==> src/rtl/pwsd_pkg.sv <==
package pwsd_pkg;

	// Parameter defaults
	localparam int FRAC_BITS_DEF    = 16;
	localparam int ANGLE_BITS_DEF   = 16;
	localparam int CORDIC_ITERS_DEF = 16;

	// Configuration port
	localparam int CFG_IDX_W  = 3;
	localparam int CFG_DATA_W = 32;

	localparam logic [CFG_IDX_W-1:0] CFG_BOX_LENGTH    = 3'd0;
	localparam logic [CFG_IDX_W-1:0] CFG_DETECT_RADIUS = 3'd1;
	localparam logic [CFG_IDX_W-1:0] CFG_STEP_LENGTH   = 3'd2;
	localparam logic [CFG_IDX_W-1:0] CFG_TARGET_X      = 3'd3;
	localparam logic [CFG_IDX_W-1:0] CFG_TARGET_Y      = 3'd4;
	localparam logic [CFG_IDX_W-1:0] CFG_BOUNDARY_MODE = 3'd5;

	localparam logic [1:0] BM_PERIODIC = 2'd1;

	// Register reset values
	localparam logic [30:0] BOX_LENGTH_RST    = 31'd65536000;
	localparam logic [21:0] DETECT_RADIUS_RST = 22'd65536;
	localparam logic [21:0] STEP_LENGTH_RST   = 22'd65536;

	// CORDIC gain 0.60725 in Q0.30
	localparam logic [29:0] CORDIC_GAIN = 30'd652032874;

	// Datapath widths
	localparam int CNT_W  = 5;
	localparam int CORD_W = 26;
	localparam int MUL_W  = 28;
	localparam int PROD_W = 2 * MUL_W;
	localparam int ACC_W  = 58;

	// Relative coordinates clip to +-2^25 raw units
	localparam logic signed [33:0] SEG_LIM = 34'sd33554432;

	typedef struct packed {
		logic [30:0]        box_length;
		logic [21:0]        detect_radius;
		logic [21:0]        step_length;
		logic signed [31:0] target_x;
		logic signed [31:0] target_y;
		logic [1:0]         boundary_mode;
	} cfg_t;

	typedef enum logic [4:0] {
		OP_NONE,
		OP_INIT,
		OP_ROT,
		OP_POS_SUM,
		OP_POS_WRAP,
		OP_REL,
		OP_M_AX,
		OP_M_AY,
		OP_M_BX,
		OP_M_BY,
		OP_M_R,
		OP_M_OX,
		OP_M_OY,
		OP_M_NX,
		OP_M_NY,
		OP_N_SUM,
		OP_DEC,
		OP_DIV,
		OP_M_TX,
		OP_M_TY,
		OP_P_Y,
		OP_M_SX,
		OP_M_SY,
		OP_S_SUM
	} dp_op_t;

	typedef struct packed {
		logic             accept_place;
		logic             accept_step;
		dp_op_t           op;
		logic [CNT_W-1:0] cnt;
		logic             out_load;
		logic             is_step;
	} dp_cmd_t;

	// Arctangent of 2^-i as a fraction of a full turn, 32 bits
	function automatic logic [31:0] atan_turn(input logic [CNT_W-1:0] i);
		logic [31:0] v;
		unique case (i)
			5'd0:  v = 32'h20000000;
			5'd1:  v = 32'h12E4051E;
			5'd2:  v = 32'h09FB385B;
			5'd3:  v = 32'h051111D4;
			5'd4:  v = 32'h028B0D43;
			5'd5:  v = 32'h0145D7E1;
			5'd6:  v = 32'h00A2F61E;
			5'd7:  v = 32'h00517C55;
			5'd8:  v = 32'h0028BE53;
			5'd9:  v = 32'h00145F2F;
			5'd10: v = 32'h000A2F98;
			5'd11: v = 32'h000517CC;
			5'd12: v = 32'h00028BE6;
			5'd13: v = 32'h000145F3;
			5'd14: v = 32'h0000A2FA;
			5'd15: v = 32'h0000517D;
			5'd16: v = 32'h000028BE;
			5'd17: v = 32'h0000145F;
			5'd18: v = 32'h00000A30;
			5'd19: v = 32'h00000518;
			5'd20: v = 32'h0000028C;
			5'd21: v = 32'h00000146;
			5'd22: v = 32'h000000A3;
			5'd23: v = 32'h00000051;
			default: v = 32'h0;
		endcase
		return v;
	endfunction

endpackage

==> src/rtl/pwsd_ctrl.sv <==
module pwsd_ctrl #(
	parameter int FRAC_BITS    = pwsd_pkg::FRAC_BITS_DEF,
	parameter int CORDIC_ITERS = pwsd_pkg::CORDIC_ITERS_DEF
) (
	input  logic              clk,
	input  logic              arst_n,
	input  logic              in_valid,
	input  logic              opcode,
	output logic              in_ready,
	output logic              out_valid,
	input  logic              out_ready,
	output pwsd_pkg::dp_cmd_t cmd
);

	typedef enum logic [1:0] {ST_IDLE, ST_RUN, ST_FIN} state_t;

	state_t                     state_q;
	pwsd_pkg::dp_op_t           op_q;
	logic [pwsd_pkg::CNT_W-1:0] cnt_q;
	logic                       is_step_q;
	logic                       out_valid_q;
	logic                       out_load;
	logic                       in_xfer;

	assign in_ready = (state_q == ST_IDLE);
	assign in_xfer  = in_valid && in_ready;
	// result register is free or being emptied this cycle
	assign out_load = (state_q == ST_FIN) && (!out_valid_q || out_ready);

	always_ff @(posedge clk or negedge arst_n) begin
		if (!arst_n) begin
			state_q     <= ST_IDLE;
			op_q        <= pwsd_pkg::OP_NONE;
			cnt_q       <= '0;
			is_step_q   <= 1'b0;
			out_valid_q <= 1'b0;
		end else begin
			if (out_load) begin
				out_valid_q <= 1'b1;
			end else if (out_ready) begin
				out_valid_q <= 1'b0;
			end
			unique case (state_q)
				ST_IDLE: begin
					if (in_valid) begin
						is_step_q <= opcode;
						if (opcode) begin
							state_q <= ST_RUN;
							op_q    <= pwsd_pkg::OP_INIT;
						end else begin
							state_q <= ST_FIN;
						end
					end
				end
				ST_RUN: begin
					case (op_q)
						// one CORDIC rotation per cycle
						pwsd_pkg::OP_ROT: begin
							if (cnt_q == pwsd_pkg::CNT_W'(CORDIC_ITERS - 1)) begin
								cnt_q <= '0;
								op_q  <= pwsd_pkg::OP_POS_SUM;
							end else begin
								cnt_q <= cnt_q + 1'b1;
							end
						end
						// one quotient bit per cycle
						pwsd_pkg::OP_DIV: begin
							if (cnt_q == pwsd_pkg::CNT_W'(FRAC_BITS - 1)) begin
								cnt_q <= '0;
								op_q  <= pwsd_pkg::OP_M_TX;
							end else begin
								cnt_q <= cnt_q + 1'b1;
							end
						end
						pwsd_pkg::OP_S_SUM: begin
							op_q    <= pwsd_pkg::OP_NONE;
							state_q <= ST_FIN;
						end
						default: begin
							op_q <= pwsd_pkg::dp_op_t'(op_q + 5'd1);
						end
					endcase
				end
				ST_FIN: begin
					if (out_load) begin
						state_q <= ST_IDLE;
					end
				end
				default: state_q <= ST_IDLE;
			endcase
		end
	end

	always_comb begin
		cmd.accept_place = in_xfer && !opcode;
		cmd.accept_step  = in_xfer && opcode;
		cmd.op           = op_q;
		cmd.cnt          = cnt_q;
		cmd.out_load     = out_load;
		cmd.is_step      = is_step_q;
	end

	assign out_valid = out_valid_q;

endmodule

==> config.mk <==
export PLATFORM = sky130hd
export DESIGN_NAME = pwsd_ctrl
export DESIGN_NICKNAME = d
export VERILOG_FILES = /design/src/rtl/pwsd_pkg.sv /design/src/rtl/pwsd_ctrl.sv
export SDC_FILE = /design/constraint.sdc
export NUM_CORES = 1
export LEC_CHECK = 0
export BUFFER_PORTS_ARGS = -buffer_cell sky130_fd_sc_hd__buf_2
export CAP_MARGIN = 20
export CELL_PAD_IN_SITES_DETAIL_PLACEMENT = 0
export CELL_PAD_IN_SITES_GLOBAL_PLACEMENT = 1
export CORE_ASPECT_RATIO = 1.25
export CORE_MARGIN = 3
export CORE_UTILIZATION = 34
export DETAILED_ROUTE_END_ITERATION = 12
export PLACE_DENSITY_LB_ADDON = 0.1
export SYNTH_ARGS = -nofsm -noshare
export SYNTH_HDL_FRONTEND = slang
export SYNTH_SLANG_ARGS = --single-unit
export TNS_END_PERCENT = 5
==> constraint.sdc <==
create_clock -name clk -period 1.4 [get_ports clk]
set_input_delay 0.28 -clock clk [delete_from_list [all_inputs] [get_ports clk]]
set_output_delay 0.28 -clock clk [all_outputs]
set_load 0.1 [all_outputs]
==> results of run 1 <==
-- kinds of logic (layout without fill, tap and decap cells) --
family	Yosys count	count (layout)
adders and majority gates	4	4
xor gates and xnor gates	2	2
muxes	3	3
and+or+nand+nor	33	33
buffers and inverters	7	56
AOI/OAI and AO/OA	17	17
DFF	14	14
-- critical path, stage by stage (launching register included) --
cell      delay [ns]
dfrtp_2         0.46
buf_6           0.13
buf_6           0.11
nand2b_4        0.07
nor2_4          0.04
buf_12          0.17
-- through the flow --
step	instance area, µm²	hold slack (ns)	TNS (ns)	utilization [%]	cells
after floorplan	832.0	-0.01559	-5.114	-	80
after global placement	1252	0.2059	-0.2316	56.05	143
after detailed placement	1252	0.2096	-0.6574	56.05	143
after CTS	1426	0.3121	-1.221	63.83	157
after global routing	1500	0.3279	-2.353	67.13	160
final	1500	0.3086	-1.336	67.13	160
-- repair_timing --
| item | CTS | global route |
|---|---|---|
| hold endpoints to repair | 14 | 0 |
| hold buffers | 1 | 0 |
| setup endpoints to repair | 13 | 16 |
| gates resized for setup | 14 | 12 |
| setup buffers | 9 | 3 |
| pin swaps | 10 | 5 |
-- synthesized netlist by cell type, types with 3 or more instances --
cell,number
ha_1,4
nand3_1,3
nor2_1,6
nand2_1,10
o21ai_1,4
inv_1,4
dfrtp_1,14
nand2b_1,3
-- registers in the layout, summed over array words and instances, names as in the netlist --
signal,cells
cnt_q,5
op_q,5
state_q,2
is_step_q,1
out_valid,1
-- layer usage --
| metal | part of all wire, % | wire, µm | up-vias |
|---|---|---|---|
| met1 | 38 | 869 | 387 |
| met3 | 4.0 | 92 | 6 |
| met4 | 2.1 | 48 | 0 |
| met5 | 0 | 0 | - |
| met2 | 56 | 1271 | 20 |
| li1 | - | - | 385 |
-- layout make-up --
type | instances | area share, %
multi-input cells | 59 | 34.53
well taps | 31 | 2.585
repair buffers | 48 | 35.28
clock buffers | 4 | 2.419
flip-flops and latches | 14 | 23.94
inverters | 4 | 1.251
-- worst max path at each step --
stage,from,to,cells after the start
6_report,state_q[1],cmd[1],5
5_1_grt,state_q[1],cnt_q[4],5
4_1_cts,state_q[0],cmd[12],4
3_5_place_dp,op_q[0],op_q[1],6
3_3_place_gp,op_q[0],cnt_q[4],6
2_1_floorplan,state_q[1],cmd[13],3
==> results.md, run 1 <==
- Vias in the first global route: 843
- Initial antenna violation count: 0
- Detailed-route wire length per cell: 14.26 µm
- Combinational family with the most area after synthesis: simple AND/OR/NAND/NOR gates
- Max cap viols: 0
- Reg area: 359.1 µm²
- Layout cells sized above 1: 58.91%
- Crit path capture type: output pin
- CTS clock-pin slew for the worst setup and hold paths: 0.10 ns
- DR pass1 iterations: 4
- Final period utilization: 110.6%
- Worst Setup Path Type: flop to output pin
- Total Wirelength: 2281 µm
- Area of the multi-input gates: 518.0 µm²
- Compound-gate portion of the synthesized area: 14.73%
- Seq/Total Area, Yosys: 43.41%
- Maximum clock frequency: 645.9 MHz
- Hold crit path type: input pin to flop
- Final #Nets: 139
- FP Rows: 19
- Worst R2R Path Depth: 5
- Post-synth ARST share: 100.0%
- Dpl ws: -0.1092 ns
- # fillers: 189
- Fin. Hold Viols: 0
- N_diodes: 0
- WHS Path Cells: 3
- Synth Area in XOR/XNOR: 2.171%
- Relative slew slack: 67.95%
- Die Width: 49.58 µm
- Core footprint: 2235 µm²
- Largest net degree at the start of global routing: 15
- First-pass GRT wire length: 3850 µm
- Gpl congestion: 0.7537
- Cell Area, Synth: 807.0 µm²
- Boundary pin count: 21
- Commonest non-fill, non-tap cells in the layout: buf_4 (22), buf_12 (13), nand2_1 (9)
- DR vias: 798
- Worst Path Required: 1.12 ns
- Fin. max-slew vios: 0
- H-tree levels: 1
- Leading area contributor after synthesis: dfrtp_1
- Time the worst path needs with I/O delays and setup: 1.548 ns
- Die Y: 60.47 µm
- CTS tree: built
- Ys Warns: 0
- Total clock sinks: 14
- Status: complete, but fails checks
- Unique masters post-synth: 33
- CP Max Fanout: 3
- Synthesized-area fraction occupied by adder cells: 6.202%
- Failing checks: setup timing
- Net Count, Synth: 89
- Met3 Usage GRT: 2.703%
- Worst reg2reg endpoint: cnt_q[4]
- Average size of a mapped cell: 10.09 µm²
- Top cell type's share of synthesized area: 43.41%
- Worst Hold Path EP: out_valid
- CTS buffer count: 3
- RSZ-0062 raised after global routing: yes
- Synth Instances: 80
- Yosys reg bits: 14
- Worst Tran Pin Value: 0.4840 ns
- Ys flop type: dfrtp_1
- Met2 usage: 32.14%
- CTS Root Cell: clkbuf_4
- Setup ws final: -0.1482 ns
- Area Overhead vs Synth: 85.89%
- Setup violators final: 14
- Die area: 2998 µm²
- Post-synth EDFFs: 0
- Post-route ant nets: 0
- DP HPWL: 1492 µm
- Initial DRC count: 10
- Simple-Gate Fraction of Synth Area: 24.19%
- Initial Util: 36.11%
- Flop-to-flop setup slack: -0.14 ns
- Vias/cell: 4.988
- Post-synthesis mux area share: 4.186%
- Top area cells in the synthesized netlist: dfrtp_1 (43%), ha_1 (6.2%), nand2_1 (4.7%)
- Gr ovfl total: 0
- Clk_skew: 0.004582 ns
- Drc violations: 0
- Crit path launch type: flop
- Clock Tree Buf Depth: 2
- Top Usage Layer GRT: met2
- Clk Latency, worst-skew pair: 0.29 ns
- Arr. time, crit path: 1.27 ns
- Hold_sp: out_ready
- Grt met1 use: 18.81%
- Port Buf Inserts: 20
- R2r startpoint: state_q[1]
- Most common cell after layout, fill and taps aside: buf_4
- All-layer global routing usage: 16.92%
Power of run 1 is not shown: default switching activity piles up to over one toggle a cycle in this logic, so the estimate is an artifact.
==> run 2, diff against run 1 <==
--- a/config.mk
+++ b/config.mk
@@ -5,11 +5,12 @@
 export SDC_FILE = /design/constraint.sdc
 export NUM_CORES = 1
 export LEC_CHECK = 0
+export ABC_AREA = 1
 export BUFFER_PORTS_ARGS = -buffer_cell sky130_fd_sc_hd__buf_2
 export CAP_MARGIN = 20
 export CELL_PAD_IN_SITES_DETAIL_PLACEMENT = 0
 export CELL_PAD_IN_SITES_GLOBAL_PLACEMENT = 1
-export CORE_ASPECT_RATIO = 1.25
+export CORE_ASPECT_RATIO = 1.4
 export CORE_MARGIN = 3
 export CORE_UTILIZATION = 34
 export DETAILED_ROUTE_END_ITERATION = 12
==> run 2 against run 1 <==
Against the previous run:
- the run still ends with setup timing left
- non-clock buffer count down 15
- design area decreased by 4.2%
- sequential share of layout area increased by 0.95 points
- synthesized cell count increased by 48%
- area after synthesis up 15%
- sequential cell count is the same
- wire length fell by 10%
- cell count up 17%
- critical path type unchanged
- largest cell class is now multi-input combinational cells
==> results.md, run 2 <==
- Post-synth ARST share: 100.0%
- Port Buf Inserts: 20
- Top cell type's share of synthesized area: 37.89%
- Clock group share of total power: 8.5%
- Drc violations: 0
- NetSw: 0.001921 W
- Arr. time, crit path: 1.32 ns
- Ys Warns: 0
- First-pass GRT wire length: 3636 µm
- Clock Tree Buf Depth: 2
- Crit path launch type: flop
- Setup ws final: -0.1955 ns
- Initial antenna violation count: 0
- DR pass1 iterations: 4
- Unique masters post-synth: 22
- Average size of a mapped cell: 7.836 µm²
- Int Power: 0.001574 W
- Ys flop type: dfrtp_1
- Regs by FF count: cnt_q x5, op_q x5, state_q x2
- Worst Setup Path Type: flop to output pin
- Delay-heaviest family, CP: flip-flops
- Boundary pin count: 21
- DR vias: 830
- CTS buffer count: 3
- Combinational family with the most area after synthesis: simple AND/OR/NAND/NOR gates
- Die Y: 67.70 µm
- Sequential share of power: 18.7%
- Top area cells in the synthesized netlist: dfrtp_1 (38%), nand2_1 (13%), inv_1 (6.1%)
- Final period utilization: 114.0%
- FP Rows: 21
- R2r startpoint: state_q[0]
- Net Count, Synth: 127
- Total clock sinks: 14
- All-layer global routing usage: 14.39%
- Cell Area, Synth: 924.6 µm²
- Maximum clock frequency: 626.8 MHz
- Fin. Hold Viols: 0
- Sw Ratio: 54.96%
- Relative slew slack: 68.07%
- Seq/Total Area, Yosys: 37.89%
- Post-route ant nets: 0
- CTS Root Cell: clkbuf_4
- Gr ovfl total: 0
- Post-synth EDFFs: 0
- Leakage: 0.6964 nW
- Fin. max-slew vios: 0
- Largest net degree at the start of global routing: 15
- Yosys reg bits: 14
- Vias in the first global route: 841
- PwrDens: 2431 nW/µm²
- Cell mode on critical path: nand2_4
- CTS clock-pin slew for the worst setup and hold paths: 0.09 ns
- Commonest non-fill, non-tap cells in the layout: nand2_1 (31), inv_1 (13), buf_12 (13)
- Min Hold Slack: 0.1888 ns
- CP Launch Point: state_q[0]
- Synthesized-area fraction occupied by adder cells: 5.413%
- Worst Tran Pin Value: 0.4823 ns
- CTS tree: built
- Failing checks: setup timing
- Max VDD drop: 1.362 mV
- Clk Latency, worst-skew pair: 0.29 ns
- Area Overhead vs Synth: 55.48%
- Initial Util: 37.04%
- Hold crit path type: input pin to flop
- Core footprint: 2496 µm²
- Post-layout util: 57.59%
- Count leader, synth: nand2_1
- Synth Area in XOR/XNOR: 2.842%
- Synth Instances: 118
- Clk_skew: 0.006819 ns
- Worst Path Required: 1.12 ns
- Die Width: 50.08 µm
- Time the worst path needs with I/O delays and setup: 1.596 ns
- DP HPWL: 1684 µm
- Worst path max stage delay: 0.43 ns
- H-tree levels: 1
- Combinational Power Share: 72.8%
- Pwr Total: 0.003495 W
- Setup violators final: 9
- Gpl congestion: 0.8126
- CP max-delay cell: dfrtp_1
- Most common cell after layout, fill and taps aside: nand2_1
- Most frequent cells after synthesis: nand2_1 (32), inv_1 (15), dfrtp_1 (14), nor2_1 (11), nand3_1 (6)
- # fillers: 235
- WP buf/inv: 3
- Max cap viols: 0
- Layout cells sized above 1: 45.75%
- Total Wirelength: 2046 µm
- Crit path capture type: output pin
- Post-synthesis mux area share: 0%
- Simple-Gate Fraction of Synth Area: 37.62%
- Leading area contributor after synthesis: dfrtp_1
- Final #Nets: 163
- CP Max Fanout: 4
- Initial DRC count: 17
- Hold_sp: out_ready
- CP Cell Sequence: inv_2 -> nand2_4 -> clkinvlp_4 -> nand2_4 -> nor2_4 -> buf_12
- Vias/cell: 4.439
- Status: complete, but fails checks
- Compound-gate portion of the synthesized area: 6.495%
- Die area: 3390 µm²
- N_diodes: 0
- Detailed-route wire length per cell: 10.94 µm
- RSZ-0062 raised after global routing: yes
## run 2: changes by cell type in the layout (fill, tap and decap cells not counted), moves of 4 or more
cell,previous run,this run
buf_4,22,11
nor2_1,3,8
buf_6,5,1
inv_1,1,13
nand3_1,2,6
o21ai_0,0,5
nand2_4,0,4
nand2_1,9,31
## run 2: worst paths after layout
check                                  to  slack (ns)  cells past startpoint
worst max-delay path              cmd[12]       -0.20                      6
worst max register to register    op_q[1]       -0.11                     11
min in group asynchronous        cnt_q[4]        0.41                      2
worst min register to register  is_step_q        0.49                      2
max in group asynchronous         op_q[2]        0.71                      2
worst min-delay path            out_valid        0.19                      2
## run 2: cell type report
| type | count | area, µm² | area share [%] |
|---|---|---|---|
| Multi-Input combinational cell | 82 | 518.0 | 36.03 |
| Inverter | 20 | 81.33 | 5.657 |
| Clock buffer | 4 | 36.28 | 2.524 |
| Sequential cell | 14 | 357.8 | 24.89 |
| Tap cell | 34 | 42.54 | 2.959 |
| Timing Repair Buffer | 33 | 401.6 | 27.94 |
## run 2: power groups by stage
stage	sequential, W	combinational [W]	clock (W)
finish	0.000653	0.00254	0.000298
detailed placement	0.000659	0.00247	0
global placement	0.000651	0.00246	0
global route	0.000676	0.00270	0.000329
CTS	0.000652	0.00256	0.000308
floorplan	0.00121	0.00112	0
## run 2: per-layer routing
layer / global-route usage [%] / wire, µm
met1: 17.30 / 859
met2: 23.86 / 1075
met3: 2.649 / 61
met4: 8.304 / 49
met5: 0 / 0
## run 2: through the flow
| stage | worst slack (ns) | setup TNS, ns | cell area, µm² | cells |
|---|---|---|---|---|
| 2_1_floorplan | -0.4642 | -5.689 | 957.2 | 118 |
| 5_1_grt | -0.2764 | -2.159 | 1438 | 187 |
| 6_report | -0.1955 | -0.8838 | 1438 | 187 |
| 4_1_cts | -0.2122 | -1.053 | 1430 | 187 |
| 3_3_place_gp | 0.02270 | 0 | 1340 | 178 |
| 3_5_place_dp | -0.007572 | -0.007572 | 1340 | 178 |
## run 2: what timing repair did
item	in CTS	in global routing
hold buffers	1	0
endpoints found under the hold margin	14	0
endpoints found under the setup margin	6	18
pin swaps	4	0
buffers inserted	4	0
gates resized for setup	4	4
## run 2: logic make-up after synthesis
kind of cell,after synthesis
adder cells (fa/ha/maj),4
flip-flops,14
AO/OA/AOI/OAI,9
buffers and inverters,22
AND/OR/NAND/NOR,66
XOR/XNOR,3
Power figures use the tool's default switching activity.
