$ cat src/rtl/pwsd_pkg.sv
package pwsd_pkg;

	// Parameter defaults
	localparam int FRAC_BITS_DEF    = 16;
	localparam int ANGLE_BITS_DEF   = 16;
	localparam int CORDIC_ITERS_DEF = 16;

	// Configuration port
	localparam int CFG_IDX_W  = 3;
	localparam int CFG_DATA_W = 32;

	localparam logic [CFG_IDX_W-1:0] CFG_BOX_LENGTH    = 3'd0;
	localparam logic [CFG_IDX_W-1:0] CFG_DETECT_RADIUS = 3'd1;
	localparam logic [CFG_IDX_W-1:0] CFG_STEP_LENGTH   = 3'd2;
	localparam logic [CFG_IDX_W-1:0] CFG_TARGET_X      = 3'd3;
	localparam logic [CFG_IDX_W-1:0] CFG_TARGET_Y      = 3'd4;
	localparam logic [CFG_IDX_W-1:0] CFG_BOUNDARY_MODE = 3'd5;

	localparam logic [1:0] BM_PERIODIC = 2'd1;

	// Register reset values
	localparam logic [30:0] BOX_LENGTH_RST    = 31'd65536000;
	localparam logic [21:0] DETECT_RADIUS_RST = 22'd65536;
	localparam logic [21:0] STEP_LENGTH_RST   = 22'd65536;

	// CORDIC gain 0.60725 in Q0.30
	localparam logic [29:0] CORDIC_GAIN = 30'd652032874;

	// Datapath widths
	localparam int CNT_W  = 5;
	localparam int CORD_W = 26;
	localparam int MUL_W  = 28;
	localparam int PROD_W = 2 * MUL_W;
	localparam int ACC_W  = 58;

	// Relative coordinates clip to +-2^25 raw units
	localparam logic signed [33:0] SEG_LIM = 34'sd33554432;

	typedef struct packed {
		logic [30:0]        box_length;
		logic [21:0]        detect_radius;
		logic [21:0]        step_length;
		logic signed [31:0] target_x;
		logic signed [31:0] target_y;
		logic [1:0]         boundary_mode;
	} cfg_t;

	typedef enum logic [4:0] {
		OP_NONE,
		OP_INIT,
		OP_ROT,
		OP_POS_SUM,
		OP_POS_WRAP,
		OP_REL,
		OP_M_AX,
		OP_M_AY,
		OP_M_BX,
		OP_M_BY,
		OP_M_R,
		OP_M_OX,
		OP_M_OY,
		OP_M_NX,
		OP_M_NY,
		OP_N_SUM,
		OP_DEC,
		OP_DIV,
		OP_M_TX,
		OP_M_TY,
		OP_P_Y,
		OP_M_SX,
		OP_M_SY,
		OP_S_SUM
	} dp_op_t;

	typedef struct packed {
		logic             accept_place;
		logic             accept_step;
		dp_op_t           op;
		logic [CNT_W-1:0] cnt;
		logic             out_load;
		logic             is_step;
	} dp_cmd_t;

	// Arctangent of 2^-i as a fraction of a full turn, 32 bits
	function automatic logic [31:0] atan_turn(input logic [CNT_W-1:0] i);
		logic [31:0] v;
		unique case (i)
			5'd0:  v = 32'h20000000;
			5'd1:  v = 32'h12E4051E;
			5'd2:  v = 32'h09FB385B;
			5'd3:  v = 32'h051111D4;
			5'd4:  v = 32'h028B0D43;
			5'd5:  v = 32'h0145D7E1;
			5'd6:  v = 32'h00A2F61E;
			5'd7:  v = 32'h00517C55;
			5'd8:  v = 32'h0028BE53;
			5'd9:  v = 32'h00145F2F;
			5'd10: v = 32'h000A2F98;
			5'd11: v = 32'h000517CC;
			5'd12: v = 32'h00028BE6;
			5'd13: v = 32'h000145F3;
			5'd14: v = 32'h0000A2FA;
			5'd15: v = 32'h0000517D;
			5'd16: v = 32'h000028BE;
			5'd17: v = 32'h0000145F;
			5'd18: v = 32'h00000A30;
			5'd19: v = 32'h00000518;
			5'd20: v = 32'h0000028C;
			5'd21: v = 32'h00000146;
			5'd22: v = 32'h000000A3;
			5'd23: v = 32'h00000051;
			default: v = 32'h0;
		endcase
		return v;
	endfunction

endpackage

$ cat src/rtl/pwsd_cfg.sv
module pwsd_cfg (
	input  logic                                clk,
	input  logic                                arst_n,
	input  logic                                cfg_wr_en,
	input  logic [pwsd_pkg::CFG_IDX_W-1:0]      cfg_index,
	input  logic [pwsd_pkg::CFG_DATA_W-1:0]     cfg_data,
	output pwsd_pkg::cfg_t                      cfg
);

	pwsd_pkg::cfg_t cfg_q;

	// Register file, written without handshake
	always_ff @(posedge clk or negedge arst_n) begin
		if (!arst_n) begin
			cfg_q.box_length    <= pwsd_pkg::BOX_LENGTH_RST;
			cfg_q.detect_radius <= pwsd_pkg::DETECT_RADIUS_RST;
			cfg_q.step_length   <= pwsd_pkg::STEP_LENGTH_RST;
			cfg_q.target_x      <= '0;
			cfg_q.target_y      <= '0;
			cfg_q.boundary_mode <= '0;
		end else if (cfg_wr_en) begin
			unique case (cfg_index)
				pwsd_pkg::CFG_BOX_LENGTH:    cfg_q.box_length    <= cfg_data[30:0];
				pwsd_pkg::CFG_DETECT_RADIUS: cfg_q.detect_radius <= cfg_data[21:0];
				pwsd_pkg::CFG_STEP_LENGTH:   cfg_q.step_length   <= cfg_data[21:0];
				pwsd_pkg::CFG_TARGET_X:      cfg_q.target_x      <= cfg_data;
				pwsd_pkg::CFG_TARGET_Y:      cfg_q.target_y      <= cfg_data;
				pwsd_pkg::CFG_BOUNDARY_MODE: cfg_q.boundary_mode <= cfg_data[1:0];
				default: ;
			endcase
		end
	end

	assign cfg = cfg_q;

endmodule

$ cat config.mk
export PLATFORM = sky130hd
export DESIGN_NAME = pwsd_cfg
export DESIGN_NICKNAME = d
export VERILOG_FILES = /design/src/rtl/pwsd_pkg.sv /design/src/rtl/pwsd_cfg.sv
export SDC_FILE = /design/constraint.sdc
export NUM_CORES = 1
export LEC_CHECK = 0
export ABC_AREA = 1
export BUFFER_PORTS_ARGS = -buffer_cell sky130_fd_sc_hd__clkbuf_2
export CAP_MARGIN = 0
export CORE_ASPECT_RATIO = 0.9
export CORE_UTILIZATION = 51
export CTS_BUF_LIST = sky130_fd_sc_hd__clkbuf_16
export CTS_CLUSTER_DIAMETER = 150
export DETAILED_ROUTE_END_ITERATION = 6
export GPL_TIMING_DRIVEN = 0
export PLACE_DENSITY = 0.77
export RECOVER_POWER = 25
export SYNTH_ARGS = -nofsm -noshare
export SYNTH_HDL_FRONTEND = slang
export SYNTH_SLANG_ARGS = --single-unit
$ cat constraint.sdc
create_clock -name clk -period 0.8 [get_ports clk]
set_clock_uncertainty 0.05 [all_clocks]
set_input_delay 0.16 -clock clk [delete_from_list [all_inputs] [get_ports clk]]
set_output_delay 0.16 -clock clk [all_outputs]
set_load 0.02 [all_outputs]
==> results of run 1 <==
[stage by stage]
stage,hold slack (ps),utilization,instances
after CTS,-290.1,0.8072,1019
after detailed placement,149.3,0.6549,932
after global placement,332.7,0.6514,931
after global routing,-51.55,0.9292,1061
final,-136.3,0.9292,1061
after floorplan,-185.6,-,624
[per-layer routing]
metal	GRT usage	up-vias	wire length, microns
met4	0.1446	0	1707
met2	0.5633	573	11600
met1	0.4074	3050	8215
li1	-	2553	-
met5	0	-	0
met3	0.06975	176	2350
[final timing paths]
| path | slack [ps] | cells past startpoint | to |
|---|---|---|---|
| worst max-delay path | -530 | 1 | cfg[104] |
| max in group asynchronous | -100 | 2 | cfg[82]$_DFFE_PN1P_ |
| worst max register to register | -120 | 3 | cfg[69]$_DFFE_PN0P_ |
| worst min register to register | 440 | 2 | cfg[133]$_DFFE_PN1P_ |
| worst min-delay path | -140 | 1 | cfg[113]$_DFFE_PN0P_ |
| min in group clk | 20 | 3 | cfg[127]$_DFFE_PN0P_ |
[synthesized netlist by cell type]
cell	count
nor2_1	2
nor2_2	3
nor2_4	1
buf_2	35
buf_4	3
dfrtp_1	133
nand3_1	107
inv_1	5
dfstp_2	8
inv_2	1
nand2_1	326
[power by group]
group          leakage [uW]  internal (uW)  switching (uW)  total, uW
Combinational       0.00310           4700            4530       9220
Sequential          0.00176           8540            1260       9800
Clock              0.000304           5470            3190       8660
[final cells by class]
| cell class | instances | area, sq um |
|---|---|---|
| flip-flops and latches | 141 | 3538 |
| repair buffers | 276 | 2904 |
| multi-input cells | 439 | 2074 |
| fillers | 349 | 738.2 |
| clock buffers | 17 | 425.4 |
| plain buffers | 38 | 345.3 |
| clock inverters | 15 | 202.7 |
| well taps | 129 | 161.4 |
| inverters | 6 | 32.53 |
[cells by family after synthesis]
| kind of cell | Yosys count |
|---|---|
| AND/OR/NAND/NOR | 439 |
| flip-flops | 141 |
| buffers and inverters | 44 |
[timing repair]
| item | in CTS | in global routing |
|---|---|---|
| endpoints found under the setup margin | 186 | 235 |
| pin swaps | 4 | 38 |
| gates resized for setup | 111 | 406 |
| hold endpoints to repair | 103 | 60 |
| setup buffers | 37 | 55 |
==> qor.txt, run 1 <==
Status = complete, but fails checks
Failing checks = DRC, hold timing, setup timing
Final setup viols = 267
Startpoint type of the worst setup path = register
Post-DP Area = 0.006825 sq mm
CP Cell Sequence = buf_8
Pin count of the biggest net entering global routing = 76
Layout area overhead = 74.32%
Post-Layout Inst Area = 0.009684 sq mm
Final hold vios = 60
Netlist cell types = 11
Core ar. = 0.01042 sq mm
Register area share after synthesis = 0.6369
Maximum buffer depth of the clock tree = 2
Clock tree from TritonCTS = yes
Share of post-route cells with drive strength above 1 = 0.4485
Min Hold Slack = -136.3 ps
Std-Cell Rows = 35
Most common cell after layout, fill and taps aside = nand2_1
Drt first pass iters = 7
Commonest non-fill, non-tap cells in the layout = nand2_1, buf_6, dfrtp_1
Vias per cell = 5.987
Largest family of logic cells by synthesized area = simple AND/OR/NAND/NOR gates
Synthesized cell area = 0.005555 sq mm
Leak = 0.005163 uW
Clk_lat worst skew = 420 ps
Critical path data arrival time = 1120 ps
Total track usage = 0.3290
RSZ-0062 raised after global routing = true
Final setup TNS = -59550 ps
Initial drt markers = 711
Vias after detailed routing = 6352
Clock transition at the registers of the reported paths = 70 ps
Post-place setup slack = -488.0 ps
Die Y = 101.0 microns
Critical-path maximum fanout = 2
Max Transition Viols Final = 0
CP Data Required Time = 590 ps
Final Worst Setup Slack = -529.0 ps
Post-CTS Hold Buffers = 18
Hold Path Class = in2async
Max Cap Violations = 0
Peak VDD IR = 2.410 mV
Synthesized area per cell = 8.903 sq um
Wire per inst = 22.50 microns
Multiplexer share of the synthesized area = 0
PwrDens = 2858 mW/mm^2
Critical path startpoint = cfg[104]$_DFFE_PN1P_
CP bufs+invs = 1
Gr ovfl total = 0
Syn_nets = 662
Crit Path Class = reg2out
Ranking of synthesized cells by area = dfrtp_1, nand2_1, nand3_1
Area share of fa/ha/maj cells after synthesis = 0
Vias in the first global route = 5440
Share of the synthesized area in the top cell type = 0.5991
Num CTS Buffers = 17
Pin slew with the least headroom to its limit = 950.2 ps
FF+latch count, synth = 141
DRC violations left = 13
Initial core utilization = 0.5330
CP max-delay cell = dfstp_2
Complex-gate fraction of the synthesized area = 0
ANT nets after route = 0
Post-synthesis simple-gate area fraction = 0.3234
Post-layout power = 27680 uW
Total die area = 0.01132 sq mm
DP Wirelength = 11080 microns
Gpl congestion = 0.8361
Min Tclk post-route = 1329 ps
Die X-Extent = 112.0 microns
CP top delay family = flip-flops
Final period util = 1.661
Initial antenna violation count = 0
Crit Reg-Reg Startpoint = cfg[69]$_DFFE_PN0P_
H-tree levels = 4
Fmax = 752.4 MHz
Final WL = 23870 microns
Yosys top cell by area = dfrtp_1
Inserted Diodes = 0
Layout net count = 957
CP endpoint kind = output pin
Number of top-level pins = 179
Max reg flops = 141
First-pass GRT wire length = 28250 microns
I/O Buffers = 178
Rel. slew slack = 0.3666
Max incr delay on CP = 570 ps
Root Driver = clkbuf_16
Synth warn = 0
Syn Inst Count = 624
Post-synthesis xor/xnor area fraction = 0
Clock sinks = 141
Note: power is estimated with default switching activity, not from simulation.
==> run 2, diff against run 1 <==
--- a/config.mk
+++ b/config.mk
@@ -14,8 +14,9 @@
 export CTS_CLUSTER_DIAMETER = 150
 export DETAILED_ROUTE_END_ITERATION = 6
 export GPL_TIMING_DRIVEN = 0
-export PLACE_DENSITY = 0.77
+export PLACE_DENSITY_LB_ADDON = 0.15
 export RECOVER_POWER = 25
 export SYNTH_ARGS = -nofsm -noshare
 export SYNTH_HDL_FRONTEND = slang
 export SYNTH_SLANG_ARGS = --single-unit
+export TNS_END_PERCENT = 30
==> qor.txt, run 2 (synthesis results as in run 1) <==
Critical-path maximum fanout = 2
Final Worst Setup Slack = -490.2 ps
Critical path data arrival time = 1080 ps
DP Wirelength = 10710 microns
Dpl cells = 932
Status = complete, but fails checks
Post-Layout Inst Area = 0.008526 sq mm
Hold Path Class = in2async
CP Cell Sequence = buf_8
Leak = 0.004771 uW
Clk_lat worst skew = 400 ps
Total track usage = 0.2910
Initial core utilization = 0.5330
I/O Buffers = 178
Clock transition at the registers of the reported paths = 60 ps
RSZ-0062 raised after global routing = true
Peak VDD IR = 1.874 mV
Min Tclk post-route = 1290 ps
Core ar. = 0.01042 sq mm
Most common cell after layout, fill and taps aside = nand2_1
Inserted Diodes = 0
Final hold vios = 53
Final WL = 17450 microns
Min Hold Slack = -183.1 ps
Die X-Extent = 112.0 microns
Startpoint type of the worst setup path = register
ANT nets after route = 0
Vias in the first global route = 4892
Max Transition Viols Final = 0
Share of post-route cells with drive strength above 1 = 0.3544
Vias after detailed routing = 5473
First-pass GRT wire length = 25050 microns
Util after Layout = 0.8180
Failing checks = DRC, hold timing, setup timing
H-tree levels = 4
Fmax = 775.1 MHz
Vias per cell = 5.319
CP Data Required Time = 590 ps
DRC violations left = 11
Final setup TNS = -52120 ps
CP max-delay cell = dfstp_2
CP top delay family = flip-flops
Crit Path Class = reg2out
Gpl congestion = 0.8345
Layout Cells excl Fill = 1029
Post-place setup slack = -497.1 ps
Layout area overhead = 53.47%
Pin slew with the least headroom to its limit = 839.5 ps
Clock tree from TritonCTS = yes
Max Cap Violations = 0
Wire per inst = 16.96 microns
CP bufs+invs = 1
Commonest non-fill, non-tap cells in the layout = nand2_1, dfrtp_1, nand3_1
Initial antenna violation count = 0
Clock sinks = 141
Post-DP Area = 0.006778 sq mm
Drt first pass iters = 7
Register-to-register setup slack = -150 ps
Post-CTS Hold Buffers = 16
Maximum buffer depth of the clock tree = 2
Layout net count = 926
CP endpoint kind = output pin
Final period util = 1.613
Pin count of the biggest net entering global routing = 83
Max reg flops = 141
Num CTS Buffers = 17
Gr ovfl total = 0
Total die area = 0.01132 sq mm
Std-Cell Rows = 35
Final setup viols = 182
Rel. slew slack = 0.4403
Number of top-level pins = 179
Initial drt markers = 380
Die Y = 101.0 microns
Max incr delay on CP = 560 ps
PwrDens = 2815 mW/mm^2
Root Driver = clkbuf_16
run 2: cell type report:
| class | count | area [sq um] |
|---|---|---|
| sequential | 141 | 3538 |
| timing repair buffer | 245 | 2087 |
| fill | 617 | 1897 |
| multi-input combinational | 439 | 1862 |
| clock buffer | 17 | 425.4 |
| buffer | 38 | 304.0 |
| tap | 129 | 161.4 |
| clock inverter | 14 | 115.1 |
| inverter | 6 | 32.53 |
run 2: metal layers:
layer	wire, microns	GRT usage	vias to the layer above
met4	380	0.09949	0
met3	1396	0.06735	35
met5	0	0	-
met2	8889	0.4711	284
met1	6784	0.3913	2656
li1	-	-	2498
run 2: report_power, final:
group | internal (uW) | switching (uW)
clock network | 4470 | 2850
logic | 3330 | 3840
registers | 8540 | 976
total | 16300 | 7670
run 2: worst paths after layout:
| check | from | to | depth (start not counted) |
|---|---|---|---|
| max | cfg[129]$_DFFE_PN1P_ | cfg[129] | 1 |
| min | arst_n | cfg[3]$_DFFE_PN0P_ | 1 |
| min reg2reg | cfg[9]$_DFFE_PN0P_ | cfg[9]$_DFFE_PN0P_ | 2 |
| max in group asynchronous | arst_n | cfg[82]$_DFFE_PN1P_ | 2 |
| max reg2reg | cfg[44]$_DFFE_PN0P_ | cfg[44]$_DFFE_PN0P_ | 4 |
| min in group clk | cfg_data[7] | cfg[41]$_DFFE_PN0P_ | 3 |
run 2: timing repair:
action / in CTS / in global routing
endpoints found under the setup margin: 236 / 271
gates resized for setup: 56 / 244
pin swaps: 1 / 3
gates cloned: 0 / 0
setup buffers: 14 / 36
endpoints found under the hold margin: 90 / 53
run 2: metrics by stage:
stage          power [uW]  hold slack [ps]
4_1_cts             22520           -319.9
3_5_place_dp        14540            120.1
5_1_grt             24940           -116.3
6_report            24000           -183.1
3_3_place_gp        14370            327.4
2_1_floorplan       12320           -185.6
==> run 3, diff against run 2 <==
==> constraint.sdc (replaced) <==
create_clock -name clk -period 0.8 [get_ports clk]
set_clock_uncertainty 0.05 [all_clocks]
set_input_delay 0 -clock clk [delete_from_list [all_inputs] [get_ports clk]]
set_output_delay 0 -clock clk [all_outputs]
set_load 0.02 [all_outputs]
==> qor.txt, run 3 (synthesis results as in run 1) <==
Total die area = 0.01132 sq mm
Inserted Diodes = 0
Gpl congestion = 0.8624
CP top delay family = flip-flops
Final setup TNS = -30660 ps
RSZ-0062 raised after global routing = true
CP Data Required Time = 750 ps
Post-DP Area = 0.006646 sq mm
Vias in the first global route = 5296
CP bufs+invs = 1
Vias per cell = 5.403
Total track usage = 0.3131
Commonest non-fill, non-tap cells in the layout = nand2_1, dfrtp_1, nand3_1
Peak VDD IR = 1.836 mV
Max reg flops = 141
Initial drt markers = 586
Initial core utilization = 0.5330
CP max-delay cell = dfstp_2
PwrDens = 2936 mW/mm^2
Critical path data arrival time = 1090 ps
Failing checks = DRC, hold timing, setup timing
Share of post-route cells with drive strength above 1 = 0.3385
Final WL = 18080 microns
Rel. slew slack = 0.5812
Most common cell after layout, fill and taps aside = nand2_1
Final Worst Setup Slack = -335.1 ps
Status = complete, but fails checks
Min Tclk post-route = 1135 ps
Hold Path Class = in2async
Min Hold Slack = -458.0 ps
CP endpoint kind = output pin
Maximum buffer depth of the clock tree = 2
Gr ovfl total = 0
M2 GR Usage = 0.5294
Post-place setup slack = -370.5 ps
First-pass GRT wire length = 26740 microns
Routing usage on met3 = 0.06735
Layout net count = 932
Max incr delay on CP = 560 ps
Std-Cell Rows = 35
H-tree levels = 4
I/O Buffers = 178
Max Cap Violations = 0
Crit Path Class = reg2out
DRC violations left = 11
Critical-path maximum fanout = 2
Die X-Extent = 112.0 microns
Pin slew with the least headroom to its limit = 628.1 ps
Vias after detailed routing = 5598
Final setup viols = 163
Max Transition Viols Final = 0
Final period util = 1.419
Die Y = 101.0 microns
Num CTS Buffers = 17
GR peak layer = met2
Layout area overhead = 51.49%
Initial antenna violation count = 0
Wire per inst = 17.45 microns
Clock tree from TritonCTS = yes
Core ar. = 0.01042 sq mm
Met1 usage = 0.3987
CP Cell Sequence = buf_8
Clock transition at the registers of the reported paths = 60 ps
DP Wirelength = 10850 microns
Clock sinks = 141
Clk_lat worst skew = 410 ps
Pin count of the biggest net entering global routing = 118
ANT nets after route = 0
Final hold vios = 31
Number of top-level pins = 179
Post-Layout Inst Area = 0.008416 sq mm
Fmax = 880.9 MHz
Drt first pass iters = 7
Leak = 0.004743 uW
Startpoint type of the worst setup path = register
Post-CTS Hold Buffers = 35
Root Driver = clkbuf_16
run 3: timing repair:
item | 4_1_cts | 5_1_grt
setup buffers | 13 | 24
endpoints found under the setup margin | 141 | 183
pin swaps | 0 | 2
gates resized for setup | 43 | 206
endpoints found under the hold margin | 276 | 140
run 3: where the power goes:
part / leakage, uW / internal (uW) / switching (uW)
clock network: 0.000318 / 5470 / 2940
registers: 0.00176 / 8540 / 971
logic: 0.00267 / 2950 / 3840
run 3: worst paths after layout:
| kind | from | slack [ps] | depth (start not counted) | endpoint |
|---|---|---|---|---|
| max in group asynchronous | arst_n | 140 | 2 | cfg[112]$_DFFE_PN0P_ |
| setup / recovery | cfg[104]$_DFFE_PN1P_ | -340 | 1 | cfg[104] |
| hold reg to reg | cfg[3]$_DFFE_PN0P_ | 420 | 2 | cfg[3]$_DFFE_PN0P_ |
| hold / removal | arst_n | -460 | 1 | cfg[14]$_DFFE_PN0P_ |
| min in group clk | cfg_index[0] | -70 | 4 | cfg[66]$_DFFE_PN0P_ |
| setup reg to reg | cfg[84]$_DFFE_PN0P_ | -130 | 4 | cfg[84]$_DFFE_PN0P_ |
run 3: final cells by class:
| class | instances | area [sq um] |
|---|---|---|
| inverters | 6 | 22.52 |
| repair buffers | 251 | 2026 |
| fillers | 675 | 2007 |
| flip-flops and latches | 141 | 3538 |
| multi-input cells | 439 | 1834 |
| clock inverters | 15 | 205.2 |
| plain buffers | 38 | 202.7 |
| well taps | 129 | 161.4 |
| clock buffers | 17 | 425.4 |
run 3: metal layers:
| metal | up-vias | wire length (microns) |
|---|---|---|
| met5 | - | 0 |
| met4 | 0 | 499 |
| met3 | 46 | 1484 |
| met2 | 309 | 9225 |
| met1 | 2732 | 6869 |
| li1 | 2511 | - |
run 3: worst register-to-register path, cell delays in order, from the launching register on:
cell and delay (ps):
dfrtp_1 400, buf_4 140, buf_4 120, nand2_1 60, nand2_1 50
run 3: stage by stage:
stage                     std cells    util  power [uW]
after floorplan                 624       -       12270
after global placement          931  0.6342       14330
after detailed placement        932  0.6377       14520
after CTS                      1012  0.7597       23560
after global routing           1036  0.8074       25630
final                          1036  0.8074       24710
